### config.mk
export PLATFORM = sky130hd
export DESIGN_NAME = ppm_receiver_with_arm_gesture
export DESIGN_NICKNAME = d
export VERILOG_FILES = /design/src/hw/rtl/ppmrx_pkg.sv /design/src/hw/rtl/ppmrx_frame.sv /design/src/hw/rtl/ppmrx_gesture.sv /design/src/hw/rtl/ppm_receiver_with_arm_gesture.sv
export VERILOG_INCLUDE_DIRS = /design/src /design/src/hw/rtl
export SDC_FILE = /design/constraint.sdc
export NUM_CORES = 1
export LEC_CHECK = 0
export BUFFER_PORTS_ARGS = -buffer_cell sky130_fd_sc_hd__buf_2
export CAP_MARGIN = 20
export CORE_ASPECT_RATIO = 1.1
export CORE_MARGIN = 1.5
export CORE_UTILIZATION = 50
export DETAILED_ROUTE_END_ITERATION = 16
export GPL_TIMING_DRIVEN = 0
export PLACE_DENSITY_LB_ADDON = 0.15
export SYNTH_ARGS = -nofsm -noshare
export SYNTH_HDL_FRONTEND = slang
export SYNTH_SLANG_ARGS = --single-unit
### constraint.sdc
create_clock -name clk -period 24.1 [get_ports clk]
set_clock_uncertainty 0.05 [all_clocks]
set_input_delay 3.615 -clock clk [delete_from_list [all_inputs] [get_ports clk]]
set_output_delay 3.615 -clock clk [all_outputs]
set_load 0.01 [all_outputs]
### src/hw/rtl/ppm_receiver_with_arm_gesture_macros.svh
// Assertion macros shared by the PPM receiver RTL.
// Each macro expects clk and rst_n in the scope where it is used.
`ifndef PPM_RECEIVER_WITH_ARM_GESTURE_MACROS_SVH
`define PPM_RECEIVER_WITH_ARM_GESTURE_MACROS_SVH

// Same-cycle implication.
`define PPMRX_ASSERT_NOW(lbl, ante, cons, msg) \
  lbl: assert property (@(posedge clk) disable iff (!rst_n) (ante) |-> (cons)) \
    else $error(msg);

// Next-cycle implication.
`define PPMRX_ASSERT_NEXT(lbl, ante, cons, msg) \
  lbl: assert property (@(posedge clk) disable iff (!rst_n) (ante) |=> (cons)) \
    else $error(msg);

`endif

### src/hw/rtl/ppmrx_pkg.sv
// Package for the PPM receiver: widths, reset values, codes and the zone helper.
// No dependencies.
`timescale 1ns / 1ps

package ppmrx_pkg;

  localparam int NUM_CH = 6;
  localparam int IDX_W  = 3;
  localparam int CFG_IDX_W = 3;

  typedef logic [15:0] width_t;
  typedef width_t [NUM_CH-1:0] chan_arr_t;

  // edge item handed from the input register to the frame decoder
  typedef struct packed {
    logic   fire;
    width_t stamp;
    logic   rising;
  } edge_req_t;

  // register indexes
  localparam logic [CFG_IDX_W-1:0] REG_SYNC_MIN     = 3'd0;
  localparam logic [CFG_IDX_W-1:0] REG_CENTER_YAW   = 3'd1;
  localparam logic [CFG_IDX_W-1:0] REG_CENTER_PITCH = 3'd2;
  localparam logic [CFG_IDX_W-1:0] REG_CENTER_ROLL  = 3'd3;
  localparam logic [CFG_IDX_W-1:0] REG_HOLD_TICKS   = 3'd4;

  // register reset values
  localparam width_t SYNC_MIN_RST = 16'd2500;
  localparam width_t CENTER_RST   = 16'd1500;
  localparam width_t HOLD_RST     = 16'd500;

  localparam width_t CENTER_OFFSET = 16'd1500;
  localparam width_t CHAN_RST      = 16'd1000;
  localparam width_t STICK_LOW     = 16'd1200;

  // decoder phases
  localparam logic [1:0] PH_SYNC_START = 2'd0;
  localparam logic [1:0] PH_SYNC_END   = 2'd1;
  localparam logic [1:0] PH_CHAN_END   = 2'd2;
  localparam logic [1:0] PH_CHAN_START = 2'd3;

  // zone thresholds
  localparam width_t ZONE_LOW     = 16'd1150;
  localparam width_t ZONE_MID_LO  = 16'd1350;
  localparam width_t ZONE_MID_HI  = 16'd1650;
  localparam width_t ZONE_HIGH    = 16'd1850;

  localparam logic [1:0] ZONE_NONE = 2'd0;
  localparam logic [1:0] ZONE_LO   = 2'd1;
  localparam logic [1:0] ZONE_MID  = 2'd2;
  localparam logic [1:0] ZONE_HI   = 2'd3;

  // gesture codes
  localparam logic [7:0] CODE_RESTART = 8'd0;
  localparam logic [7:0] CODE_LOCK    = 8'd165;
  localparam logic [7:0] CODE_UNLOCK  = 8'd167;
  localparam logic [7:0] CODE_KEEP_A  = 8'd149;
  localparam logic [7:0] CODE_KEEP_B  = 8'd150;
  localparam logic [7:0] CODE_KEEP_C  = 8'd151;
  localparam logic [7:0] CODE_KEEP_D  = 8'd181;
  localparam logic [7:0] CODE_KEEP_E  = 8'd182;
  localparam logic [7:0] CODE_KEEP_F  = 8'd183;

  function automatic logic [1:0] zone_of(input width_t w);
    logic [1:0] z;
    z = ZONE_NONE;
    if (w < ZONE_LOW) begin
      z = ZONE_LO;
    end else if (w > ZONE_MID_LO && w < ZONE_MID_HI) begin
      z = ZONE_MID;
    end else if (w > ZONE_HIGH) begin
      z = ZONE_HI;
    end
    return z;
  endfunction

endpackage

### src/hw/rtl/ppmrx_frame.sv
// PPM frame decoder: sync timing phase machine and the six channel widths.
// Depends on ppmrx_pkg and the assertion macro header.
`timescale 1ns / 1ps
`include "ppm_receiver_with_arm_gesture_macros.svh"

module ppmrx_frame (
  input  logic                 clk,
  input  logic                 rst_n,
  input  ppmrx_pkg::edge_req_t req,
  input  ppmrx_pkg::width_t    sync_min,
  output ppmrx_pkg::chan_arr_t widths_o,
  output ppmrx_pkg::chan_arr_t widths_nxt_o,
  output logic                 done_o
);

  logic [1:0]                  phase_r, phase_nxt;
  logic                        exp_rise_r, exp_rise_nxt;
  ppmrx_pkg::width_t           ref_r, ref_nxt;
  logic [ppmrx_pkg::IDX_W-1:0] idx_r, idx_nxt, idx_eff;
  ppmrx_pkg::chan_arr_t        width_r, width_nxt;
  ppmrx_pkg::width_t           diff;
  logic                        done;

  assign diff = req.stamp - ref_r;
  assign idx_eff = (idx_r >= ppmrx_pkg::IDX_W'(ppmrx_pkg::NUM_CH)) ? '0 : idx_r;

  always_comb begin
    phase_nxt    = phase_r;
    exp_rise_nxt = exp_rise_r;
    ref_nxt      = ref_r;
    idx_nxt      = idx_r;
    width_nxt    = width_r;
    done         = 1'b0;
    if (req.fire && (req.rising == exp_rise_r)) begin
      case (phase_r)
        ppmrx_pkg::PH_SYNC_START: begin
          ref_nxt      = req.stamp;
          exp_rise_nxt = 1'b0;
          phase_nxt    = ppmrx_pkg::PH_SYNC_END;
        end
        ppmrx_pkg::PH_SYNC_END: begin
          ref_nxt      = req.stamp;
          exp_rise_nxt = 1'b1;
          phase_nxt    = (diff < sync_min) ? ppmrx_pkg::PH_SYNC_START
                                           : ppmrx_pkg::PH_CHAN_END;
        end
        ppmrx_pkg::PH_CHAN_END: begin
          for (int i = 0; i < ppmrx_pkg::NUM_CH; i++) begin
            if (idx_eff == ppmrx_pkg::IDX_W'(i)) begin
              width_nxt[i] = diff;
            end
          end
          exp_rise_nxt = 1'b0;
          if (idx_eff == ppmrx_pkg::IDX_W'(ppmrx_pkg::NUM_CH - 1)) begin
            idx_nxt   = '0;
            phase_nxt = ppmrx_pkg::PH_SYNC_START;
            done      = 1'b1;
          end else begin
            idx_nxt   = idx_eff + ppmrx_pkg::IDX_W'(1);
            phase_nxt = ppmrx_pkg::PH_CHAN_START;
          end
        end
        ppmrx_pkg::PH_CHAN_START: begin
          ref_nxt      = req.stamp;
          exp_rise_nxt = 1'b1;
          phase_nxt    = ppmrx_pkg::PH_CHAN_END;
        end
        default: begin
          phase_nxt = ppmrx_pkg::PH_SYNC_START;
        end
      endcase
    end
  end

  always_ff @(posedge clk) begin
    if (!rst_n) begin
      phase_r    <= ppmrx_pkg::PH_SYNC_START;
      exp_rise_r <= 1'b1;
      ref_r      <= '0;
      idx_r      <= '0;
      for (int i = 0; i < ppmrx_pkg::NUM_CH; i++) begin
        width_r[i] <= ppmrx_pkg::CHAN_RST;
      end
    end else begin
      phase_r    <= phase_nxt;
      exp_rise_r <= exp_rise_nxt;
      ref_r      <= ref_nxt;
      idx_r      <= idx_nxt;
      width_r    <= width_nxt;
    end
  end

  assign widths_o     = width_r;
  assign widths_nxt_o = width_nxt;
  assign done_o       = done;

  `PPMRX_ASSERT_NEXT(a_done_rewinds, done,
    phase_r == ppmrx_pkg::PH_SYNC_START && idx_r == '0 && !exp_rise_r,
    "frame end did not rewind the decoder")
  `PPMRX_ASSERT_NOW(a_idx_range, 1'b1,
    idx_r < ppmrx_pkg::IDX_W'(ppmrx_pkg::NUM_CH), "channel index out of range")

endmodule

### src/hw/rtl/ppmrx_gesture.sv
// Stick gesture tracker: zone code, hold counters and the lock flag.
// Depends on ppmrx_pkg.
`timescale 1ns / 1ps

module ppmrx_gesture (
  input  logic                 clk,
  input  logic                 rst_n,
  input  logic                 tick,
  input  ppmrx_pkg::chan_arr_t widths,
  input  ppmrx_pkg::width_t    hold_ticks,
  output logic                 lock_nxt_o
);

  logic [7:0]        prev_r, prev_nxt, code, eff_code;
  ppmrx_pkg::width_t lc_r, lc_nxt, uc_r, uc_nxt, lc_tmp, uc_tmp;
  logic              lock_r, lock_nxt;

  assign code = {ppmrx_pkg::zone_of(widths[0]), ppmrx_pkg::zone_of(widths[1]),
                 ppmrx_pkg::zone_of(widths[2]), ppmrx_pkg::zone_of(widths[3])};

  always_comb begin
    prev_nxt = prev_r;
    eff_code = code;
    lc_tmp   = lc_r;
    uc_tmp   = uc_r;
    lc_nxt   = lc_r;
    uc_nxt   = uc_r;
    lock_nxt = lock_r;
    if (tick) begin
      // a fresh code restarts both counts
      if (code != prev_r) begin
        prev_nxt = code;
        eff_code = ppmrx_pkg::CODE_RESTART;
      end
      case (eff_code)
        ppmrx_pkg::CODE_LOCK:   lc_tmp = lc_r + 16'd1;
        ppmrx_pkg::CODE_UNLOCK: uc_tmp = uc_r + 16'd1;
        ppmrx_pkg::CODE_KEEP_A, ppmrx_pkg::CODE_KEEP_B, ppmrx_pkg::CODE_KEEP_C,
        ppmrx_pkg::CODE_KEEP_D, ppmrx_pkg::CODE_KEEP_E, ppmrx_pkg::CODE_KEEP_F: begin
        end
        default: begin
          lc_tmp = '0;
          uc_tmp = '0;
        end
      endcase
      lc_nxt = lc_tmp;
      uc_nxt = uc_tmp;
      if (lc_tmp >= hold_ticks) begin
        lc_nxt   = '0;
        lock_nxt = 1'b1;
      end else if (uc_tmp >= hold_ticks) begin
        uc_nxt   = '0;
        lock_nxt = 1'b0;
      end
    end
  end

  always_ff @(posedge clk) begin
    if (!rst_n) begin
      prev_r <= ppmrx_pkg::CODE_RESTART;
      lc_r   <= '0;
      uc_r   <= '0;
      lock_r <= 1'b1;
    end else begin
      prev_r <= prev_nxt;
      lc_r   <= lc_nxt;
      uc_r   <= uc_nxt;
      lock_r <= lock_nxt;
    end
  end

  assign lock_nxt_o = lock_nxt;

endmodule

### src/hw/rtl/ppm_receiver_with_arm_gesture.sv
// Six-channel PPM receiver with arm/disarm stick gestures.
//
// Input channel (in_*): one item per edge or control tick. in_tuser is the
//   item kind (0 capture edge, 1 control tick); in_tdata carries the timer
//   stamp and the edge polarity. Edges of the wrong polarity leave the state
//   as it is but still produce a result.
// Result channel (out_*): exactly one result per input item, in order.
//   out_tlast is high on the result of the edge that stored the sixth channel.
// Config channel (cfg_*): always ready; write only while the block is idle.
// Timing: an accepted item waits in the input register, and its result is
//   registered into the result register when the item advances. Throughput:
//   one item per cycle while out_tready stays high, set by the single update
//   pass from the input register to the result register.
// Stall: while a result waits on out_tready the input register still takes
//   one more item; in_tready drops only when both registers are full.
// Reset (rst_n low, synchronous): registers back to defaults, decoder waits
//   for a rising edge, all channel widths 1000, lock flag set, no items held.
`timescale 1ns / 1ps
`include "ppm_receiver_with_arm_gesture_macros.svh"

module ppm_receiver_with_arm_gesture (
  input  logic                              clk,
  input  logic                              rst_n,
  // input items
  input  logic                              in_tvalid,
  output logic                              in_tready,
  input  logic [23:0]                       in_tdata,   // edge_time[15:0], edge_rising[16], zero fill
  input  logic                              in_tuser,   // req_type
  // result items
  output logic                              out_tvalid,
  input  logic                              out_tready,
  output logic [103:0]                      out_tdata,  // rc_yaw, rc_pitch, rc_altitude, rc_roll,
                                                        // rc_gate, rc_rate (16 each), sticks_ready,
                                                        // locked, zero fill
  output logic                              out_tlast,  // frame_done
  // register writes
  input  logic                              cfg_valid,
  output logic                              cfg_ready,
  input  logic [ppmrx_pkg::CFG_IDX_W-1:0]   cfg_index,
  input  logic [15:0]                       cfg_data
);

  // configuration registers
  ppmrx_pkg::width_t sync_min_r, c_yaw_r, c_pitch_r, c_roll_r, hold_r;

  assign cfg_ready = 1'b1;

  always_ff @(posedge clk) begin
    if (!rst_n) begin
      sync_min_r <= ppmrx_pkg::SYNC_MIN_RST;
      c_yaw_r    <= ppmrx_pkg::CENTER_RST;
      c_pitch_r  <= ppmrx_pkg::CENTER_RST;
      c_roll_r   <= ppmrx_pkg::CENTER_RST;
      hold_r     <= ppmrx_pkg::HOLD_RST;
    end else if (cfg_valid) begin
      case (cfg_index)
        ppmrx_pkg::REG_SYNC_MIN:     sync_min_r <= cfg_data;
        ppmrx_pkg::REG_CENTER_YAW:   c_yaw_r    <= cfg_data;
        ppmrx_pkg::REG_CENTER_PITCH: c_pitch_r  <= cfg_data;
        ppmrx_pkg::REG_CENTER_ROLL:  c_roll_r   <= cfg_data;
        ppmrx_pkg::REG_HOLD_TICKS:   hold_r     <= cfg_data;
        default: begin
        end
      endcase
    end
  end

  // input register
  logic              in_valid_r;
  logic              in_type_r;
  ppmrx_pkg::width_t in_time_r;
  logic              in_rise_r;
  logic              advance;
  logic              in_take;

  assign advance   = in_valid_r && (!out_tvalid || out_tready);
  assign in_tready = !in_valid_r || advance;
  assign in_take   = in_tvalid && in_tready;

  always_ff @(posedge clk) begin
    if (!rst_n) begin
      in_valid_r <= 1'b0;
    end else if (in_take) begin
      in_valid_r <= 1'b1;
    end else if (advance) begin
      in_valid_r <= 1'b0;
    end
  end

  always_ff @(posedge clk) begin
    if (in_take) begin
      in_type_r <= in_tuser;
      in_time_r <= in_tdata[15:0];
      in_rise_r <= in_tdata[16];
    end
  end

  // update pass: state advances only when the item moves into the result register
  ppmrx_pkg::edge_req_t req;
  ppmrx_pkg::chan_arr_t widths, widths_nxt;
  logic                 done;
  logic                 lock_nxt;

  assign req.fire   = advance && !in_type_r;
  assign req.stamp  = in_time_r;
  assign req.rising = in_rise_r;

  ppmrx_frame u_frame (
    .clk          (clk),
    .rst_n        (rst_n),
    .req          (req),
    .sync_min     (sync_min_r),
    .widths_o     (widths),
    .widths_nxt_o (widths_nxt),
    .done_o       (done)
  );

  // ticks never touch the widths, so the stored ones are current here
  ppmrx_gesture u_gesture (
    .clk        (clk),
    .rst_n      (rst_n),
    .tick       (advance && in_type_r),
    .widths     (widths),
    .hold_ticks (hold_r),
    .lock_nxt_o (lock_nxt)
  );

  // centred sticks, 16-bit wrap
  ppmrx_pkg::width_t rc_yaw, rc_pitch, rc_roll;
  logic              sticks_ready;

  assign rc_yaw   = widths_nxt[0] - c_yaw_r   + ppmrx_pkg::CENTER_OFFSET;
  assign rc_pitch = widths_nxt[1] - c_pitch_r + ppmrx_pkg::CENTER_OFFSET;
  assign rc_roll  = widths_nxt[3] - c_roll_r  + ppmrx_pkg::CENTER_OFFSET;
  assign sticks_ready = (widths_nxt[2] < ppmrx_pkg::STICK_LOW) &&
                        (widths_nxt[3] < ppmrx_pkg::STICK_LOW);

  // result register
  logic         out_valid_r;
  logic [103:0] out_data_r;
  logic         out_last_r;

  always_ff @(posedge clk) begin
    if (!rst_n) begin
      out_valid_r <= 1'b0;
    end else if (advance) begin
      out_valid_r <= 1'b1;
    end else if (out_tready) begin
      out_valid_r <= 1'b0;
    end
  end

  always_ff @(posedge clk) begin
    if (advance) begin
      out_data_r <= {6'd0, lock_nxt, sticks_ready, widths_nxt[5], widths_nxt[4],
                     rc_roll, widths_nxt[2], rc_pitch, rc_yaw};
      out_last_r <= done;
    end
  end

  assign out_tvalid = out_valid_r;
  assign out_tdata  = out_data_r;
  assign out_tlast  = out_last_r;

  `PPMRX_ASSERT_NEXT(a_hold_item, in_valid_r && !advance,
    in_valid_r && $stable(in_time_r) && $stable(in_type_r),
    "held input item lost or changed")
  `PPMRX_ASSERT_NEXT(a_tick_no_last, advance && in_type_r, !out_tlast,
    "tick item flagged frame end")
  `PPMRX_ASSERT_NEXT(a_result_present, advance, out_tvalid,
    "item advanced without a result")

endmodule

# [Word level (Yosys, flattened, before mapping)]
# Index checks and enable logic that the tools add are counted.
[word_totals] reg_bits=358 input_bits=49 out_inout_bits=108 elab_cells=156
[op_classes] addsub=10 order_cmp=22 eq_ne=22 n_mux=43 reduce_logical=33
[ops] op="two-way mux 96 bit" n=2
[ops] op="two-way mux 16 bit" n=11
[ops] op="< comparator 16 x 11 -> 1 bit (second input constant)" n=10
[ops] op="> comparator 16 x 11 -> 1 bit (second input constant)" n=8
[ops] op="equality test 8 bit (second input constant)" n=8
[ops] op="case mux 16 bit (2 select lines)" n=2
[ops] op="subtractor 16 bit" n=4
[ops] op="adder 16 x 11 -> 16 bit (second input constant)" n=3
[ops] op="adder 16 x 1 -> 16 bit (second input constant)" n=2
[ops] op=">= comparator 16 bit" n=2
[ops] op="two-way mux 2 bit" n=14
[ops] op="< comparator 16 bit" n=1
[ops] op="two-way mux 8 bit" n=2
[ops] op="AND reduction 2 bit" n=8
[ops] op="OR reduction 7 bit" n=2
[ops] op="equality test 3 x 2 -> 1 bit (second input constant)" n=4
[ops] op="logical AND 1 bit" n=10
[ops] op="equality test 3 bit (second input constant)" n=3
[ops] op="two-way mux 1 bit" n=8
[ops] op="!= test 8 bit" n=1
[ops] op="case mux 2 bit (4 select lines)" n=1
[ops] op="equality test 3 x 1 -> 1 bit (second input constant)" n=2
[ops] op="zero test 3 bit" n=2
[ops] op="two-way mux 3 bit" n=2
[ops] op="other kinds (12)" n=18

# [Longest topological paths before layout]
[logic_depth] depth_word=15 mapped_depth=22 mapped_depth_nobuf=22

# [Modules after synthesis]
# From an unflattened synthesis, not the netlist that was laid out.
[hier_totals] hier_cells=2281 area_unflattened_um2=20144.3
[by_module_without_submodules] mod="ppm_receiver_with_arm_gesture" instances=1 cells_per_inst=924 area_each_um2=9585.4 seq_area_each_um2=5154.9
[by_module_without_submodules] mod="ppmrx_frame" instances=1 cells_per_inst=739 area_each_um2=6062.1 seq_area_each_um2=2362.3
[by_module_without_submodules] mod="ppmrx_gesture" instances=1 cells_per_inst=618 area_each_um2=4496.8 seq_area_each_um2=820.8

# [Worst setup path before layout]
# No wires, ideal clock.
[synth_timing] path_type="input to register" from="input out_tready" to="register out_data_r[31] (netlist: out_tdata[31]), data pin" setup_ns=0.258 arrival_ns=10.147 required_time_ns=23.792 slack_ns=13.646 stages=20 path_buffers=2 cell_sequence="nand2b_1 and2_1 nor3b_1 nand2_1 nor4_1 clkbuf_1 clkbuf_1 o21ai_0 ha_1 inv_1 fa_1 a21oi_1 o31ai_1 nor4_1 o31ai_1 o41ai_1 o21bai_1 a21oi_1 xnor2_1 xnor2_1"
[synth_via] elab_chain_cells=7
[synth_rtl] item="start, declared" line="ppm_receiver_with_arm_gesture.sv:31" text="input logic out_tready,"
[synth_rtl] item="logical OR 1 bit" line="ppm_receiver_with_arm_gesture.sv:76" text="assign advance = in_valid_r && (!out_tvalid || out_tready);"
[synth_rtl] item="logical AND 1 bit" line="ppm_receiver_with_arm_gesture.sv:76"
[synth_rtl] item="named net advance" line="ppm_receiver_with_arm_gesture.sv:73" text="logic advance;"
[synth_rtl] item="logical AND 1 bit" line="ppm_receiver_with_arm_gesture.sv:104" text="assign req.fire = advance && !in_type_r;"
[synth_rtl] item="logical AND 1 bit" line="ppmrx_frame.sv:34" text="if (req.fire && (req.rising == exp_rise_r)) begin"
[synth_rtl] item="two-way mux 96 bit" line="ppmrx_frame.sv:34"
[synth_rtl] item="subtractor 16 bit" line="ppm_receiver_with_arm_gesture.sv:133" text="assign rc_pitch = widths_nxt[1] - c_pitch_r + ppmrx_pkg::CENTER_OFFSET;"
[synth_rtl] item="adder 16 x 11 -> 16 bit" line="ppm_receiver_with_arm_gesture.sv:133"
[synth_rtl] item="named net rc_pitch[15]" line="ppm_receiver_with_arm_gesture.sv:129" text="ppmrx_pkg::width_t rc_yaw, rc_pitch, rc_roll;"
[synth_rtl] item="end signal, assigned" line="ppm_receiver_with_arm_gesture.sv:155" text="out_data_r <= {6'd0, lock_nxt, sticks_ready, widths_nxt[5], widths_nxt[4],"
[synth_rtl] item="end, declared" line="ppm_receiver_with_arm_gesture.sv:140" text="logic [103:0] out_data_r;"
# The timed path passes the listed nets, and every way through them passes these cells.
# A chain may end at the register's enable or synchronous reset.

# [Final worst setup path]
# Ends and elaborated chain as after synthesis.

==> results.cfg <==
[final_layout]
nNetsFinal = 2478
syn2layout_area_growth_pct = 14.6
final_common_cell = nand2_1
n_antenna_cell = 0
stdcell_count = 2797
drive_gt1_share_pct = 14.2
layout_common_cells = nand2_1, dfxtp_1, inv_1
post-route-util_pct = 58.2

[sta]
tightestPinTransition_ps = 1220
final_hold_viol_count = 0
final.period_utilization_pct = 41.1
max_slew_margin_pct = 18.0
fmax_mhz = 101
rsz0062_at_grt = no
final_max_slew_viol_count = 0
layout_min_cycle_time_ps = 9900
setup_viol_count_final = 0
tns_ps = 0

[logic_synthesis]
syn-cell-area_mm2 = 0.0189
synth_xor_area_share_pct = 2.73
yosysTopAreaCellShare_pct = 25.5
synth_ff_type = dfxtp_1
async_flop_share_pct = 0
yosysUniqueCellTypes = 82
synth_cells = 2078
yosysTopAreaCell = dfxtp_1
synth.area.mux_share_pct = 3.92
synth_edf_count = 117
syn_avg_cell_area_um2 = 9.10
synth_compound_area_share_pct = 14.0
yosysWarningCount = 0
synth-adder-area-share_pct = 10.5
synth-seq-area-share_pct = 44.1
synth_top_family_by_area = simple AND/OR/NAND/NOR gates
ys_ff_latch = 358
netlist_top_cells_area = dfxtp_1, edfxtp_1, ha_1, nand2_1, a21oi_1
yosys.area_share.simple_pct = 19.3

[floorplanning]
initial_core_util_pct = 50.8
core-area_mm2 = 0.0372
die_h_um = 207
io_pins = 157
dieArea_mm2 = 0.0390
chipWidth_um = 188
std_cell_rows = 74

[critical_path]
worstSetupPathType = in2reg
cp.arrival_ps = 10150
required_ps = 24360
cp_max_fo = 54
slowest_delay_ps = 620
critPathLaunchType = input port
critical_path.top_delay_family = simple AND/OR/NAND/NOR gates
end_kind = register
path_buf_inv = 5
cp_cell_sequence = buf_2 > nand2b_1 > and2_4 > buf_16 > nor3b_1 > nand2_1 > nor4_1 > clkbuf_1 > clkbuf_1 > o21ai_0 > ha_1 > inv_1 > fa_1 > a21oi_1 > o31ai_1 > nor4_1 > o31ai_1 > o41ai_1 > o21bai_1 > a21oi_1 > xnor2_1 > xnor2_1
cp_slowest_cell = nor4_1

[routing]
wl_um = 51300
num_vias = 15900
post_drt_via_cell_ratio = 5.67
initialDrtViolationCount = 1018
ant_nets = 0
drcViolationCount = 0
wl_per_cell_um = 18.3
dr.pass1.iters = 7

[cts]
cts_root_buffer = clkbuf_16
cts_inserted_buffers = 39
ctsLongestPathBuffers = 3
cts.clk_slew.worst_paths_ps = 60
cts_tree = built
cts_resized = 0
clock_sinks = 358
ctsHoldBuffers = 0
htreeDepth = 2
clock_latency_ps = 550
postCtsSetupRepairBufs = 0

[placement]
io_buffers = 142
place.gp.congestion = 0.898
dp.cells = 2724
hpwlAfterDp_um = 38400

[grt]
grt_usage_pct = 26.0
grt_pass1_vias = 14500
grt_max_degree = 55
antenna_found_initial = 0
gr-total-overflow = 0
grt_pass1_wl_um = 78000

[power_and_ir_drop]
pwr_density_cell_mw_per_mm2 = 63.8
p_leak_uw = 0.00833
total_power_uw = 1380
peakVddDrop_v = 0.0000614

[min_path]
hp-class = reg2reg

[job]
maxCapViolCount = 0

[run_status]
status = complete, no violations
==> worst register-to-register path, delay by kind of cell (launching register included) <==
kind	cells	cell delay, ps
compound gates	7	1600
xor+xnor	2	230
fa+ha+maj	2	780
buf+inv	4	1340
flops	1	430
simple gates	5	2380
==> cells by family (layout without fill, tap and decap cells) <==
family | after synthesis | in the layout
compound gates | 422 | 422
xor+xnor | 59 | 59
fa+ha+maj | 156 | 156
buf+inv | 257 | 477
flops | 358 | 358
mux | 69 | 69
other cells | 2 | 7
simple gates | 755 | 755
==> layer usage <==
layer	GRT usage, %	wire [um]
met5	0	0
met4	13.3	2690
met3	4.36	3470
met1	33.6	22100
met2	42.1	23000
==> registers in the layout (all words and copies together) (netlist names) <==
name,cells
u_frame.idx_r,3
out_tlast,1
u_gesture.prev_r,8
u_frame.ref_r,16
u_gesture.uc_r,16
in_rise_r,1
sync_min_r,16
out_tdata,98
out_tvalid,1
u_frame.phase_r,2
in_type_r,1
c_pitch_r,16
c_yaw_r,16
u_frame.exp_rise_r,1
u_frame.widths_o,96
c_roll_r,16
hold_r,16
in_time_r,16
in_valid_r,1
u_gesture.lc_r,16
u_gesture.lock_r,1
==> power by group <==
group | internal (uW) | switching [uW] | leakage [uW]
Sequential | 640 | 6.09 | 0.00297
Clock | 341 | 258 | 0.000618
Combinational | 45.8 | 90.7 | 0.00474
Total | 1030 | 355 | 0.00833
==> synth_stat cells (39+ instances only) <==
cell / n
nand2_1: 307
dfxtp_1: 241
inv_1: 178
a21oi_1: 157
ha_1: 152
edfxtp_1: 117
o21ai_0: 96
nand3_1: 95
nor2_1: 89
clkbuf_1: 58
and2_1: 55
nor3_1: 43
mux2_2: 40
xnor2_1: 39
==> path summary, 6_finish.rpt <==
check                           cells past startpoint  slack, ps                 to         startpoint
worst max register to register                     20      17060      out_tdata[31]         in_valid_r
worst max-delay path                               22      14200      out_tdata[31]         out_tready
worst min register to register                      2        400  u_frame.ref_r[12]  u_frame.ref_r[12]
worst min-delay path                                2        400  u_frame.ref_r[12]  u_frame.ref_r[12]
==> cell type report <==
cell class                      instances  area (um2)
Buffer                                 79         347
Clock buffer                           50        1110
Clock inverter                         21         174
Fill cell                            3418       15600
Inverter                              178         668
Multi-Input combinational cell       1468        9600
Sequential cell                       358        8340
Tap cell                              494         618
Timing Repair Buffer                  149         798
==> metrics by stage <==
step | instance area (um2) | hold slack (ps) | setup slack, ps
2_1_floorplan | 18900 | 384 | 13650
3_5_place_dp | 20400 | 397 | 13800
5_1_grt | 21700 | 419 | 13670
6_report | 21700 | 402 | 14200
4_1_cts | 21600 | 405 | 14350
3_3_place_gp | 20300 | 393 | 11500
No activity file was read; power rests on OpenSTA's default activity.
